## src/rtl/core/mts_pkg.sv

```systemverilog
`timescale 1ns / 1ps
// Mission time service package: codes, constants and shared controller/datapath types.
// No dependencies.
package mts_pkg;
  localparam logic [1:0] OP_TICK = 2'd0;
  localparam logic [1:0] OP_TC = 2'd1;
  localparam logic [1:0] OP_PERIODIC = 2'd2;
  localparam logic [7:0] FN_PERIODIC = 8'h00;
  localparam logic [7:0] FN_SET = 8'h01;
  localparam logic [7:0] FN_ADJUST = 8'h02;
  localparam logic [7:0] FN_PING = 8'hFF;
  localparam logic [2:0] FULL_PAYLOAD = 3'd7;
  localparam logic [1:0] ST_OK = 2'd0;
  localparam logic [1:0] ST_BAD_LEN = 2'd1;
  localparam logic [1:0] ST_UNSUPPORTED = 2'd2;
  localparam int FINE_SHIFT = 16;
  localparam int TPS_W = 20;
  localparam int SEQ_W = 14;
  localparam logic [1:0] CFG_ENABLED = 2'd0;
  localparam logic [1:0] CFG_CHANNEL = 2'd1;
  localparam logic [1:0] CFG_TPS = 2'd2;

  typedef struct packed {
    logic tick;
    logic load_set;
    logic load_adjust;
    logic start_div;
    logic start_fine;
    logic finish_report;
  } mts_cmd_t;

  typedef struct packed {
    logic mul_done;
    logic div_done;
  } mts_status_t;
endpackage

```

## src/rtl/core/mts_ctrl.sv

```systemverilog
`timescale 1ns / 1ps
// Mission time controller: decodes words, sequences datapath, holds the result word.
// Depends on mts_pkg.
module mts_ctrl import mts_pkg::*; (
  input  logic             clk_i,
  input  logic             rst_ni,
  input  logic             in_valid_i,
  output logic             in_ready_o,
  input  logic [1:0]       operation_i,
  input  logic [7:0]       func_code_i,
  input  logic [2:0]       payload_length_i,
  input  logic             enabled_i,
  input  logic             out_ready_i,
  output logic             out_valid_o,
  output logic             report_o,
  output logic [7:0]       func_o,
  output logic [1:0]       status_o,
  output mts_cmd_t         cmd_o,
  input  mts_status_t      dp_status_i
);
  localparam logic [2:0] S_IDLE = 3'd0;
  localparam logic [2:0] S_MUL = 3'd1;
  localparam logic [2:0] S_DIV_SEC = 3'd2;
  localparam logic [2:0] S_DIV_FINE = 3'd3;
  localparam logic [2:0] S_FINISH = 3'd4;
  localparam logic [2:0] S_OUT = 3'd5;

  logic [2:0] state_q, state_d;
  logic ovalid_q, ovalid_d, rep_q, rep_d;
  logic [7:0] func_q, func_d;
  logic [1:0] stat_q, stat_d;
  logic acc;

  assign in_ready_o = (state_q == S_IDLE) && !ovalid_q;
  assign acc = in_valid_i && in_ready_o;

  always_comb begin
    state_d = state_q;
    ovalid_d = ovalid_q;
    rep_d = rep_q;
    func_d = func_q;
    stat_d = stat_q;
    cmd_o = '0;
    if (ovalid_q && out_ready_i) ovalid_d = 1'b0;
    unique case (state_q)
      S_IDLE: begin
        if (acc) begin
          rep_d = 1'b0;
          func_d = FN_PERIODIC;
          stat_d = ST_OK;
          unique case (operation_i)
            OP_TICK: cmd_o.tick = 1'b1;
            OP_PERIODIC: begin
              if (enabled_i) begin
                rep_d = 1'b1;
                cmd_o.start_div = 1'b1;
                state_d = S_DIV_SEC;
              end
            end
            OP_TC: begin
              if (payload_length_i == 3'd0) begin
                stat_d = ST_BAD_LEN;
                ovalid_d = 1'b1;
              end else if (func_code_i == FN_PING) begin
                rep_d = 1'b1;
                func_d = FN_PING;
                cmd_o.start_div = 1'b1;
                state_d = S_DIV_SEC;
              end else if (func_code_i == FN_SET || func_code_i == FN_ADJUST) begin
                if (payload_length_i < FULL_PAYLOAD) begin
                  stat_d = ST_BAD_LEN;
                  ovalid_d = 1'b1;
                end else begin
                  cmd_o.load_set = (func_code_i == FN_SET);
                  cmd_o.load_adjust = (func_code_i == FN_ADJUST);
                  state_d = S_MUL;
                end
              end else begin
                stat_d = ST_UNSUPPORTED;
                ovalid_d = 1'b1;
              end
            end
            default: ;
          endcase
        end
      end
      S_MUL: if (dp_status_i.mul_done) state_d = S_OUT;
      S_DIV_SEC: begin
        if (dp_status_i.div_done) state_d = S_DIV_FINE;
      end
      S_DIV_FINE: begin
        cmd_o.start_fine = 1'b1;
        state_d = S_FINISH;
      end
      S_FINISH: begin
        if (dp_status_i.div_done) begin
          state_d = S_OUT;
        end
      end
      S_OUT: begin
        cmd_o.finish_report = rep_q;
        ovalid_d = 1'b1;
        state_d = S_IDLE;
      end
      default: state_d = S_IDLE;
    endcase
  end

  always_ff @(posedge clk_i or negedge rst_ni) begin
    if (!rst_ni) begin
      state_q <= S_IDLE;
      ovalid_q <= 1'b0;
    end else begin
      state_q <= state_d;
      ovalid_q <= ovalid_d;
    end
  end

  always_ff @(posedge clk_i) begin
    rep_q <= rep_d;
    func_q <= func_d;
    stat_q <= stat_d;
  end

  assign out_valid_o = ovalid_q;
  assign report_o = rep_q;
  assign func_o = func_q;
  assign status_o = stat_q;
endmodule

```

## config.mk

```make
export PLATFORM = sky130hd
export DESIGN_NAME = mts_ctrl
export DESIGN_NICKNAME = d
export VERILOG_FILES = /design/src/rtl/core/mts_pkg.sv /design/src/rtl/core/mts_ctrl.sv
export SDC_FILE = /design/constraint.sdc
export NUM_CORES = 1
export LEC_CHECK = 0
export ABC_AREA = 0
export BUFFER_PORTS_ARGS = -buffer_cell sky130_fd_sc_hd__buf_2
export CAP_MARGIN = 25
export CORE_UTILIZATION = 43
export DETAILED_ROUTE_END_ITERATION = 6
export GPL_TIMING_DRIVEN = 1
export PLACE_DENSITY = 0.77
export SLEW_MARGIN = 10
export SYNTH_ARGS = -nofsm -noshare
export SYNTH_HDL_FRONTEND = slang
export SYNTH_SLANG_ARGS = --single-unit
```

## constraint.sdc

```tcl
create_clock -name clk_i -period 1.8 [get_ports clk_i]
set_input_delay 0.27 -clock clk_i [delete_from_list [all_inputs] [get_ports clk_i]]
set_output_delay 0.27 -clock clk_i [all_outputs]
set_load 0.03 [all_outputs]
```

==> flow_summary_export.csv, run 1 <==
group,metric,value,unit
status,status,"complete, but fails checks",
status,failed_checks,"negative setup slack",
drt,vias_per_cell,5.40,
yosys,synth_ff_type,"edfxtp_1",
die,initial_core_util,46.8,%
critical_path,critPathSlowestCell,"dfrtp_1",
timing,fin_crit,1.91,ns
place,hpwl,1320,um
critical_path,reg2regPathDepth,6,
die,std_cell_rows,14,
drt,drc,0,
critical_path,crit_type,"reg -> out",
critical_path,crit_chain,"nor4_4 > nand4_1 > nor4_2 > and3b_2 > buf_6",
yosys,syn_area,722,um^2
timing,fin_worst_skew,0.00597,ns
die,core,1540,um^2
min_path,min_from,"dp_status_i[1]",
yosys,netlist.area_leader.share,16.6,%
yosys,synth_top_cell_by_area,"edfxtp_1",
min_path,min_to,"state_q[2]",
critical_path,slowest_delay,0.40,ns
clocking,cts_tree,"built",
finish,final_core_util,63.9,%
timing,setup_viol,2,
yosys,ys_seq_elements,8,
power_and_ir_drop,leakage,0.504,nW
min_path,hold_depth,3,
drt,dr.pass1.iters,4,
power_and_ir_drop,irDropWorstVdd,0.000567,V
yosys,syn_area_per_cell,9.26,um^2
die,die_x,43.0,um
finish,num_antenna_cells,0,
critical_path,cp.required,1.53,ns
place,port_buffers,38,
drt,num_vias,729,
timing,hold_viol_final,0,
drt,drtAntennaViolNets,0,
yosys,synth.area.top_cells,"edfxtp_1 17%, dfrtp_1 14%, buf_4 7.3%",
timing,grt_setup_unrepaired,"true",
yosys,synth-edff-count,4,
yosys,ys_types,38,
yosys,synth_cells,78,
power_and_ir_drop,p_per_area,1310,nW/um^2
clocking,clock-sinks,8,
critical_path,ff2ff_setup_slack,0.26,ns
clocking,cts_made_buffers,3,
finish,fillCellCount,134,
global_routing,first_global_vias,628,
global_routing,track_usage,18.6,%
timing,fin_crit_sh,106,%
critical_path,reg2reg_to,"state_q[0]",
place,gp_congestion,0.832,
critical_path,cp-end-kind,"output port",
clocking,cts.path.max_buffers,2,
finish,nNetsFinal,143,
global_routing,grt_pass1_wl,2600,um
finish,final_common_cell,"buf_2",
die,io_pins,39,
timing,worst_pin_slew,0.575,ns
clocking,insertion_delay,0.25,ns
critical_path,cp-start-kind,"flop",
finish,drive_above_1_share,52.9,%
critical_path,cp_data_arrival_time,1.64,ns
min_path,worst_hold_path_type,"in -> reg",
clocking,root_buffer,"clkbuf_4",
die,die_height,43.0,um
timing,clock.fmax,525,MHz
clocking,h-tree-depth,1,
timing,setup_ws,-0.106,ns
critical_path,crit_path_max_fanout,2,
clocking,clk_pin_slew,0.06,ns
global_routing,grt_overflow,0,
yosys,synth_seq_area_share,30.5,%
drt,wirelength,1580,um
die,dieArea,1850,um^2
finish,most-common-layout-cells,"34 x buf_2, 13 x nor2_1, 9 x buf_4",
timing,final_max_slew_viol_count,0,
finish,syn2layout_area_growth,36.4,%
yosys,ys_async_sr_fraction,50.0,%
critical_path,r2r_start,"out_valid_o",
drt,first_iter_violations,18,
yosys,ys_warn_count,0,
timing,max_slew_margin,61.3,%
yosys,syn_nets,101,
global_routing,antenna_found_initial,0,
global_routing,grt_max_degree,11,
flow_run,max-cap-violations,0,
drt,post_drt_wl_per_cell,11.7,um
power_and_ir_drop,power.total,1.29,mW
## Yosys cell counts (2+ instances only)
cell / count
dfrtp_1: 4
nor4_1: 2
nor2_1: 13
buf_6: 2
inv_1: 5
nand4_1: 3
nor3_1: 2
buf_4: 7
a21oi_1: 2
and3b_1: 2
edfxtp_1: 4
ha_1: 3
and3_1: 3
and2_1: 2
## worst max-delay path: cells and delay by family, from the launching register on
kind	cells	cell delay, ns
and+or+nand+nor	4	0.88
buffers and inverters	1	0.12
DFF	1	0.40
## cells by family (layout without fill, tap and decap cells)
group	after synthesis	in the layout	synth area share, %
AOI/OAI and AO/OA	13	13	14.4
xor gates and xnor gates	1	1	1.21
adders and majority gates	4	4	6.59
buffers and inverters	16	57	15.4
DFF	8	8	30.5
muxes	1	1	1.39
and+or+nand+nor	35	35	30.5
## sequential cells by signal (all words and copies together), names as in the netlist
name         cells
func_o           1
out_valid_o      1
report_o         1
state_q          3
status_o         2
## how the worst max path moves through the flow
stage	from	endpoint	slack, ns	cells after the start
after floorplan	state_q[2]	cmd_o[3]	-0.17	5
after global placement	func_code_i[4]	cmd_o[4]	-0.004	6
after detailed placement	operation_i[1]	cmd_o[4]	-0.08	8
after CTS	out_valid_o	cmd_o[4]	-0.11	5
after global routing	out_valid_o	cmd_o[4]	-0.21	5
final	out_valid_o	cmd_o[3]	-0.11	5
## timing repair
action                                  4_1_cts  5_1_grt
pin swaps                                     2        1
setup buffers                                 2        0
endpoints found under the setup margin        3        4
resized for setup                             8        3
hold buffers                                  1        0
hold endpoints to repair                      4        0
## layout make-up
class | instances | area [um^2] | area share, %
multi-input combinational | 54 | 410 | 41.7
timing repair buffer | 48 | 289 | 29.4
tap | 16 | 20.0 | 2.03
sequential | 8 | 220 | 22.4
clock buffer | 4 | 26.3 | 2.67
inverter | 5 | 18.8 | 1.91
## routing by layer
layer | GRT usage, % | part of all wire [%] | up-vias
li1 | - | - | 360
met1 | 24.1 | 44 | 338
met2 | 31.8 | 51 | 29
met3 | 0 | 4.4 | 2
met4 | 9.09 | 1.2 | 0
met5 | 0 | 0 | -
## metrics by stage
| stage | area, um^2 | cells | TNS [ns] | setup WS (ns) | hold WS (ns) |
|---|---|---|---|---|---|
| 5_1_grt | 985 | 135 | -0.444 | -0.207 | 0.327 |
| 6_report | 985 | 135 | -0.212 | -0.106 | 0.315 |
| 3_3_place_gp | 896 | 128 | -0.00698 | -0.00353 | 0.0739 |
| 3_5_place_dp | 896 | 128 | -0.201 | -0.0761 | 0.0788 |
| 4_1_cts | 975 | 135 | -0.227 | -0.114 | 0.322 |
| 2_1_floorplan | 726 | 78 | -0.385 | -0.168 | -0.0256 |
## report_power, final
group,switching (mW),internal (mW),leakage [nW]
combinational,0.476,0.351,0.399
sequential,0.0491,0.263,0.0906
clock,0.0604,0.0847,0.0150
No activity file was read; power rests on OpenSTA's default activity.
==> run 2: changes to the inputs <==
CAP_MARGIN = 20   (was 25)
RECOVER_POWER = 25   (was not set)
==> run 2 against run 1 <==
The run still ends with negative setup slack left. Design area decreased by 0.89%. Global-route usage did not move. Critical path depth stayed put. Fmax fell by 0.19%. Register-to-register slack about the same. Combinational power decreased by 0.7%. Worst setup slack worse by 0.0035 ns. Final cell count is the same. Critical path type unchanged.
==> flow_summary_export.csv, run 2 (synthesized netlist as in run 1, its figures left out) <==
group,metric,value,unit
status,status,"complete, but fails checks",
status,failed_checks,"negative setup slack",
power_and_ir_drop,clockPowerShare,11.4,%
finish,regMostFlops,"state_q",
timing,setup_ws,-0.110,ns
critical_path,cp_data_arrival_time,1.64,ns
clocking,clock-sinks,8,
place,dp_cells,128,
critical_path,crit_path_max_fanout,2,
critical_path,ff2ff_setup_slack,0.26,ns
timing,fin_worst_skew,0.00503,ns
die,initial_core_util,46.8,%
critical_path,crit_start,"out_valid_o",
critical_path,crit_chain,"nor4_4 > nand4_1 > nor4_2 > and3b_2 > buf_6",
finish,most-common-layout-cells,"31 x buf_2, 13 x nor2_1, 9 x buf_4",
global_routing,grt_max_degree,11,
power_and_ir_drop,irDropWorstVdd,0.000566,V
finish,nNetsFinal,143,
drt,num_vias,732,
timing,fin_crit,1.91,ns
global_routing,grt_pass1_wl,2600,um
die,std_cell_rows,14,
place,placed_area,896,um^2
place,hpwl,1320,um
clocking,cts.path.max_buffers,2,
critical_path,r2r_start,"out_valid_o",
drt,vias_per_cell,5.42,
critical_path,crit_type,"reg -> out",
die,io_pins,39,
timing,timing.hold.ws,0.319,ns
die,die_x,43.0,um
die,dieArea,1850,um^2
global_routing,grt_overflow,0,
finish,final_common_cell,"buf_2",
min_path,worst_hold_path_type,"in -> reg",
drt,drc,0,
timing,grt_setup_unrepaired,"true",
clocking,h-tree-depth,1,
timing,fin_crit_sh,106,%
place,gp_congestion,0.832,
global_routing,first_global_vias,628,
timing,clock.fmax,524,MHz
clocking,cts_tree,"built",
timing,hold_viol_final,0,
timing,final_max_slew_viol_count,0,
power_and_ir_drop,seqPwrFrac,24.4,%
timing,final.setup.tns,-0.219,ns
place,port_buffers,38,
min_path,hold_depth,3,
power_and_ir_drop,p_int,0.696,mW
timing,worst_pin_slew,0.596,ns
clocking,clk_pin_slew,0.06,ns
finish,final_cells,135,
power_and_ir_drop,leakage,0.495,nW
drt,drtAntennaViolNets,0,
critical_path,critPathSlowestCell,"dfrtp_1",
drt,wirelength,1590,um
critical_path,reg2reg_to,"state_q[0]",
timing,setup_viol,2,
power_and_ir_drop,power.switching,0.584,mW
critical_path,cp.required,1.53,ns
min_path,min_from,"dp_status_i[1]",
drt,first_iter_violations,14,
global_routing,antenna_found_initial,0,
finish,largest_reg_flops,3,
die,core,1540,um^2
power_and_ir_drop,p_per_area,1310,nW/um^2
finish,num_antenna_cells,0,
critical_path,slowest_delay,0.40,ns
finish,drive_above_1_share,49.6,%
global_routing,track_usage,18.6,%
power_and_ir_drop,pwr-share-comb,64.2,%
critical_path,cp-start-kind,"flop",
clocking,root_buffer,"clkbuf_4",
drt,dr.pass1.iters,4,
timing,max_slew_margin,59.8,%
power_and_ir_drop,netSwitchingFraction,45.6,%
clocking,insertion_delay,0.25,ns
clocking,cts_made_buffers,3,
critical_path,reg2regPathDepth,6,
finish,fin_area,976,um^2
finish,syn2layout_area_growth,35.2,%
min_path,min_to,"state_q[2]",
drt,post_drt_wl_per_cell,11.8,um
die,die_height,43.0,um
critical_path,cp-end-kind,"output port",
flow_run,max-cap-violations,0,
==> run 2: cell count changes in the layout (fill, tap and decap cells not counted), sizes merged <==
| cell | before | now |
|---|---|---|
| buf | 46 | 43 |
| clkbuf | 5 | 8 |
==> run 2: cell type report <==
| class | instances | area (um^2) |
|---|---|---|
| clock buffers | 4 | 26.3 |
| fillers | 137 | 566 |
| inverters | 5 | 18.8 |
| multi-input cells | 54 | 405 |
| flip-flops and latches | 8 | 220 |
| well taps | 16 | 20.0 |
| repair buffers | 48 | 285 |
==> run 2: worst max path at each step <==
stage	to	depth (start not counted)
2_1_floorplan	cmd_o[3]	5
3_5_place_dp	cmd_o[4]	8
6_report	cmd_o[3]	5
4_1_cts	cmd_o[4]	5
3_3_place_gp	cmd_o[4]	6
5_1_grt	cmd_o[4]	5
==> run 2: power groups by stage <==
| stage | registers [mW] | clock network [mW] | logic (mW) |
|---|---|---|---|
| after floorplan | 0.373 | 0 | 0.565 |
| after global placement | 0.318 | 0 | 0.751 |
| after detailed placement | 0.321 | 0 | 0.768 |
| after CTS | 0.314 | 0.148 | 0.824 |
| after global routing | 0.321 | 0.158 | 0.883 |
| final | 0.313 | 0.145 | 0.822 |
==> run 2: through the flow <==
step | worst slack (ns) | utilization [%] | total power [mW]
final | -0.110 | 63.3 | 1.28
after global routing | -0.207 | 63.3 | 1.36
after CTS | -0.114 | 63.2 | 1.29
after detailed placement | -0.0761 | 58.1 | 1.09
after global placement | -0.00353 | 58.1 | 1.07
after floorplan | -0.168 | - | 0.938
==> run 2: timing repair <==
action	in CTS	in global routing
setup endpoints to repair	3	4
setup buffers	2	0
endpoints found under the hold margin	4	0
hold buffers	1	0
gates resized for setup	8	3
pin swaps	2	1
==> run 2: critical path, delay by kind of cell (launching register included) <==
family | cells | cell delay [ns]
buf+inv | 1 | 0.12
flops | 1 | 0.40
simple gates | 4 | 0.88
==> run 2: per-layer routing <==
metal	wire, um	vias up	GRT usage (%)
met5	0	-	0
met4	19	0	9.09
met3	98	2	0
met2	803	35	31.8
met1	666	334	24.1
li1	-	361	-
==> run 3: changes to the inputs <==
CELL_PAD_IN_SITES_DETAIL_PLACEMENT = 1   (was not set)
CELL_PAD_IN_SITES_GLOBAL_PLACEMENT = 2   (was not set)
CORE_UTILIZATION = 24   (was 43)
PLACE_DENSITY = not set   (was 0.77)
PLACE_DENSITY_LB_ADDON = 0.1   (was not set)
==> run 3 against run 2 <==
The run ends with design-rule violations, negative setup slack left. Non-clock buffer count rose by 2. Sequential share of layout area shrank 0.86 points. Utilization decreased by 27 points. Global-route usage fell by 6.1 points. Fmax shrank 1.7%. Worst setup slack worse by 0.032 ns. Sequential cell count stayed put. Combinational power is 2% lower. First-iteration DRC count increased by 71%. Design area grew 4.0%. Clock power about the same. Final cell count is 13% higher. Largest power group unchanged.
==> flow_summary_export.csv, run 3 (synthesized netlist as in run 1, its figures left out) <==
group,metric,value,unit
status,status,"complete, but fails checks",
status,failed_checks,"design-rule violations, negative setup slack",
finish,num_antenna_cells,0,
drt,num_vias,716,
flow_run,max-cap-violations,0,
critical_path,reg2reg_to,"state_q[1]",
critical_path,slowest_delay,0.41,ns
finish,most-common-layout-cells,"31 x buf_2, 13 x nor2_1, 11 x buf_4",
finish,final_core_util,36.2,%
die,core,2810,um^2
critical_path,cp-start-kind,"flop",
die,std_cell_rows,19,
timing,max_slew_margin,58.1,%
global_routing,antenna_found_initial,0,
critical_path,critPathSlowestCell,"dfrtp_1",
finish,final_common_cell,"buf_2",
clocking,root_buffer,"clkbuf_4",
place,hpwl,1570,um
clocking,h-tree-depth,1,
clocking,insertion_delay,0.25,ns
drt,vias_per_cell,4.71,
die,die_x,56.8,um
place,port_buffers,38,
timing,setup_viol,3,
timing,final.setup.tns,-0.306,ns
finish,fillCellCount,343,
min_path,worst_hold_path_type,"in -> reg",
critical_path,cp_data_arrival_time,1.67,ns
timing,fin_crit_sh,108,%
die,dieArea,3230,um^2
power_and_ir_drop,p_per_area,1250,nW/um^2
drt,dr.pass1.iters,6,
critical_path,reg2regPathDepth,6,
critical_path,cp-end-kind,"output port",
die,die_height,56.8,um
drt,drc,8,
finish,nNetsFinal,145,
min_path,hold_depth,3,
finish,largest_reg_flops,3,
global_routing,first_global_vias,722,
power_and_ir_drop,power.total,1.27,mW
drt,drtAntennaViolNets,0,
power_and_ir_drop,leakage,0.507,nW
drt,post_drt_wl_per_cell,12.2,um
global_routing,track_usage,12.4,%
clocking,cts.path.max_buffers,2,
drt,first_iter_violations,24,
critical_path,ff2ff_setup_slack,0.20,ns
timing,fin_crit,1.94,ns
clocking,clock-sinks,8,
place,placed_area,937,um^2
min_path,min_to,"state_q[2]",
clocking,cts_made_buffers,3,
timing,grt_setup_unrepaired,"true",
finish,fin_area,1010,um^2
critical_path,crit_type,"reg -> out",
timing,timing.hold.ws,0.295,ns
clocking,cts_tree,"built",
power_and_ir_drop,irDropWorstVdd,0.000273,V
global_routing,grt_max_degree,11,
place,gp_congestion,0.714,
critical_path,crit_chain,"nor4_4 > nand4_1 > nor4_2 > and3b_2 > buf_6",
critical_path,critical_path_buf_inv_count,1,
finish,syn2layout_area_growth,40.6,%
global_routing,grt_pass1_wl,3150,um
timing,clock.fmax,515,MHz
finish,drive_above_1_share,49.6,%
timing,fin_worst_skew,0.00521,ns
critical_path,r2r_start,"state_q[2]",
critical_path,path_delay_family,"simple AND/OR/NAND/NOR gates",
min_path,min_from,"dp_status_i[1]",
finish,regMostFlops,"state_q",
die,io_pins,39,
critical_path,crit_path_max_fanout,2,
die,initial_core_util,25.7,%
drt,wirelength,1850,um
timing,setup_ws,-0.142,ns
global_routing,grt_overflow,0,
clocking,clk_pin_slew,0.05,ns
critical_path,cp.required,1.53,ns
timing,worst_pin_slew,0.621,ns
timing,final_max_slew_viol_count,0,
timing,hold_viol_final,0,
==> run 3: worst max path at each step <==
stage                              start       end  slack, ns  cells past startpoint
after floorplan               state_q[2]  cmd_o[3]      -0.17                      5
after global placement    operation_i[1]  cmd_o[4]      -0.09                      8
after detailed placement  operation_i[1]  cmd_o[3]      -0.14                      8
after CTS                     state_q[2]  cmd_o[4]      -0.18                      5
after global routing          state_q[2]  cmd_o[4]      -0.27                      5
final                         state_q[2]  cmd_o[4]      -0.14                      5
==> run 3: routing by layer <==
| metal | wire, um | vias to the layer above | GRT usage (%) | share of wire, % |
|---|---|---|---|---|
| met4 | 0 | 0 | 5.23 | 0 |
| met1 | 889 | 327 | 15.9 | 48 |
| li1 | - | 359 | - | - |
| met5 | 0 | - | 0 | 0 |
| met2 | 844 | 30 | 20.4 | 46 |
| met3 | 114 | 0 | 2.30 | 6.2 |
==> run 3: per-stage QoR <==
step / setup WS, ns / cells
final: -0.142 / 152
after detailed placement: -0.136 / 146
after global placement: -0.0864 / 146
after global routing: -0.268 / 152
after floorplan: -0.168 / 78
after CTS: -0.182 / 151
==> run 3: cell type report <==
type / count / area [um^2] / area share [%]
sequential: 8 / 220 / 21.7
multi-input combinational: 54 / 407 / 40.1
timing repair buffer: 50 / 304 / 30.0
tap: 31 / 38.8 / 3.82
clock buffer: 4 / 26.3 / 2.59
inverter: 5 / 18.8 / 1.85
==> run 3: worst reg2reg max path, stage by stage (launching register included) <==
cell and delay (ns):
dfrtp_1 0.41, nor4_4 0.34, buf_4 0.18, and2_4 0.14, buf_4 0.15, a211oi_2 0.08, nor4_2 0.21
==> run 3: report_power, final <==
part / switching (mW) / internal (mW) / total, mW
clock: 0.0575 / 0.0846 / 0.142
combinational: 0.476 / 0.329 / 0.804
sequential: 0.0571 / 0.264 / 0.321
==> run 3: what timing repair did <==
item | in CTS | in global routing
endpoints found under the hold margin | 4 | 0
pin swaps | 1 | 2
hold buffers | 1 | 0
endpoints found under the setup margin | 4 | 4
resized for setup | 9 | 2
buffers inserted | 0 | 1
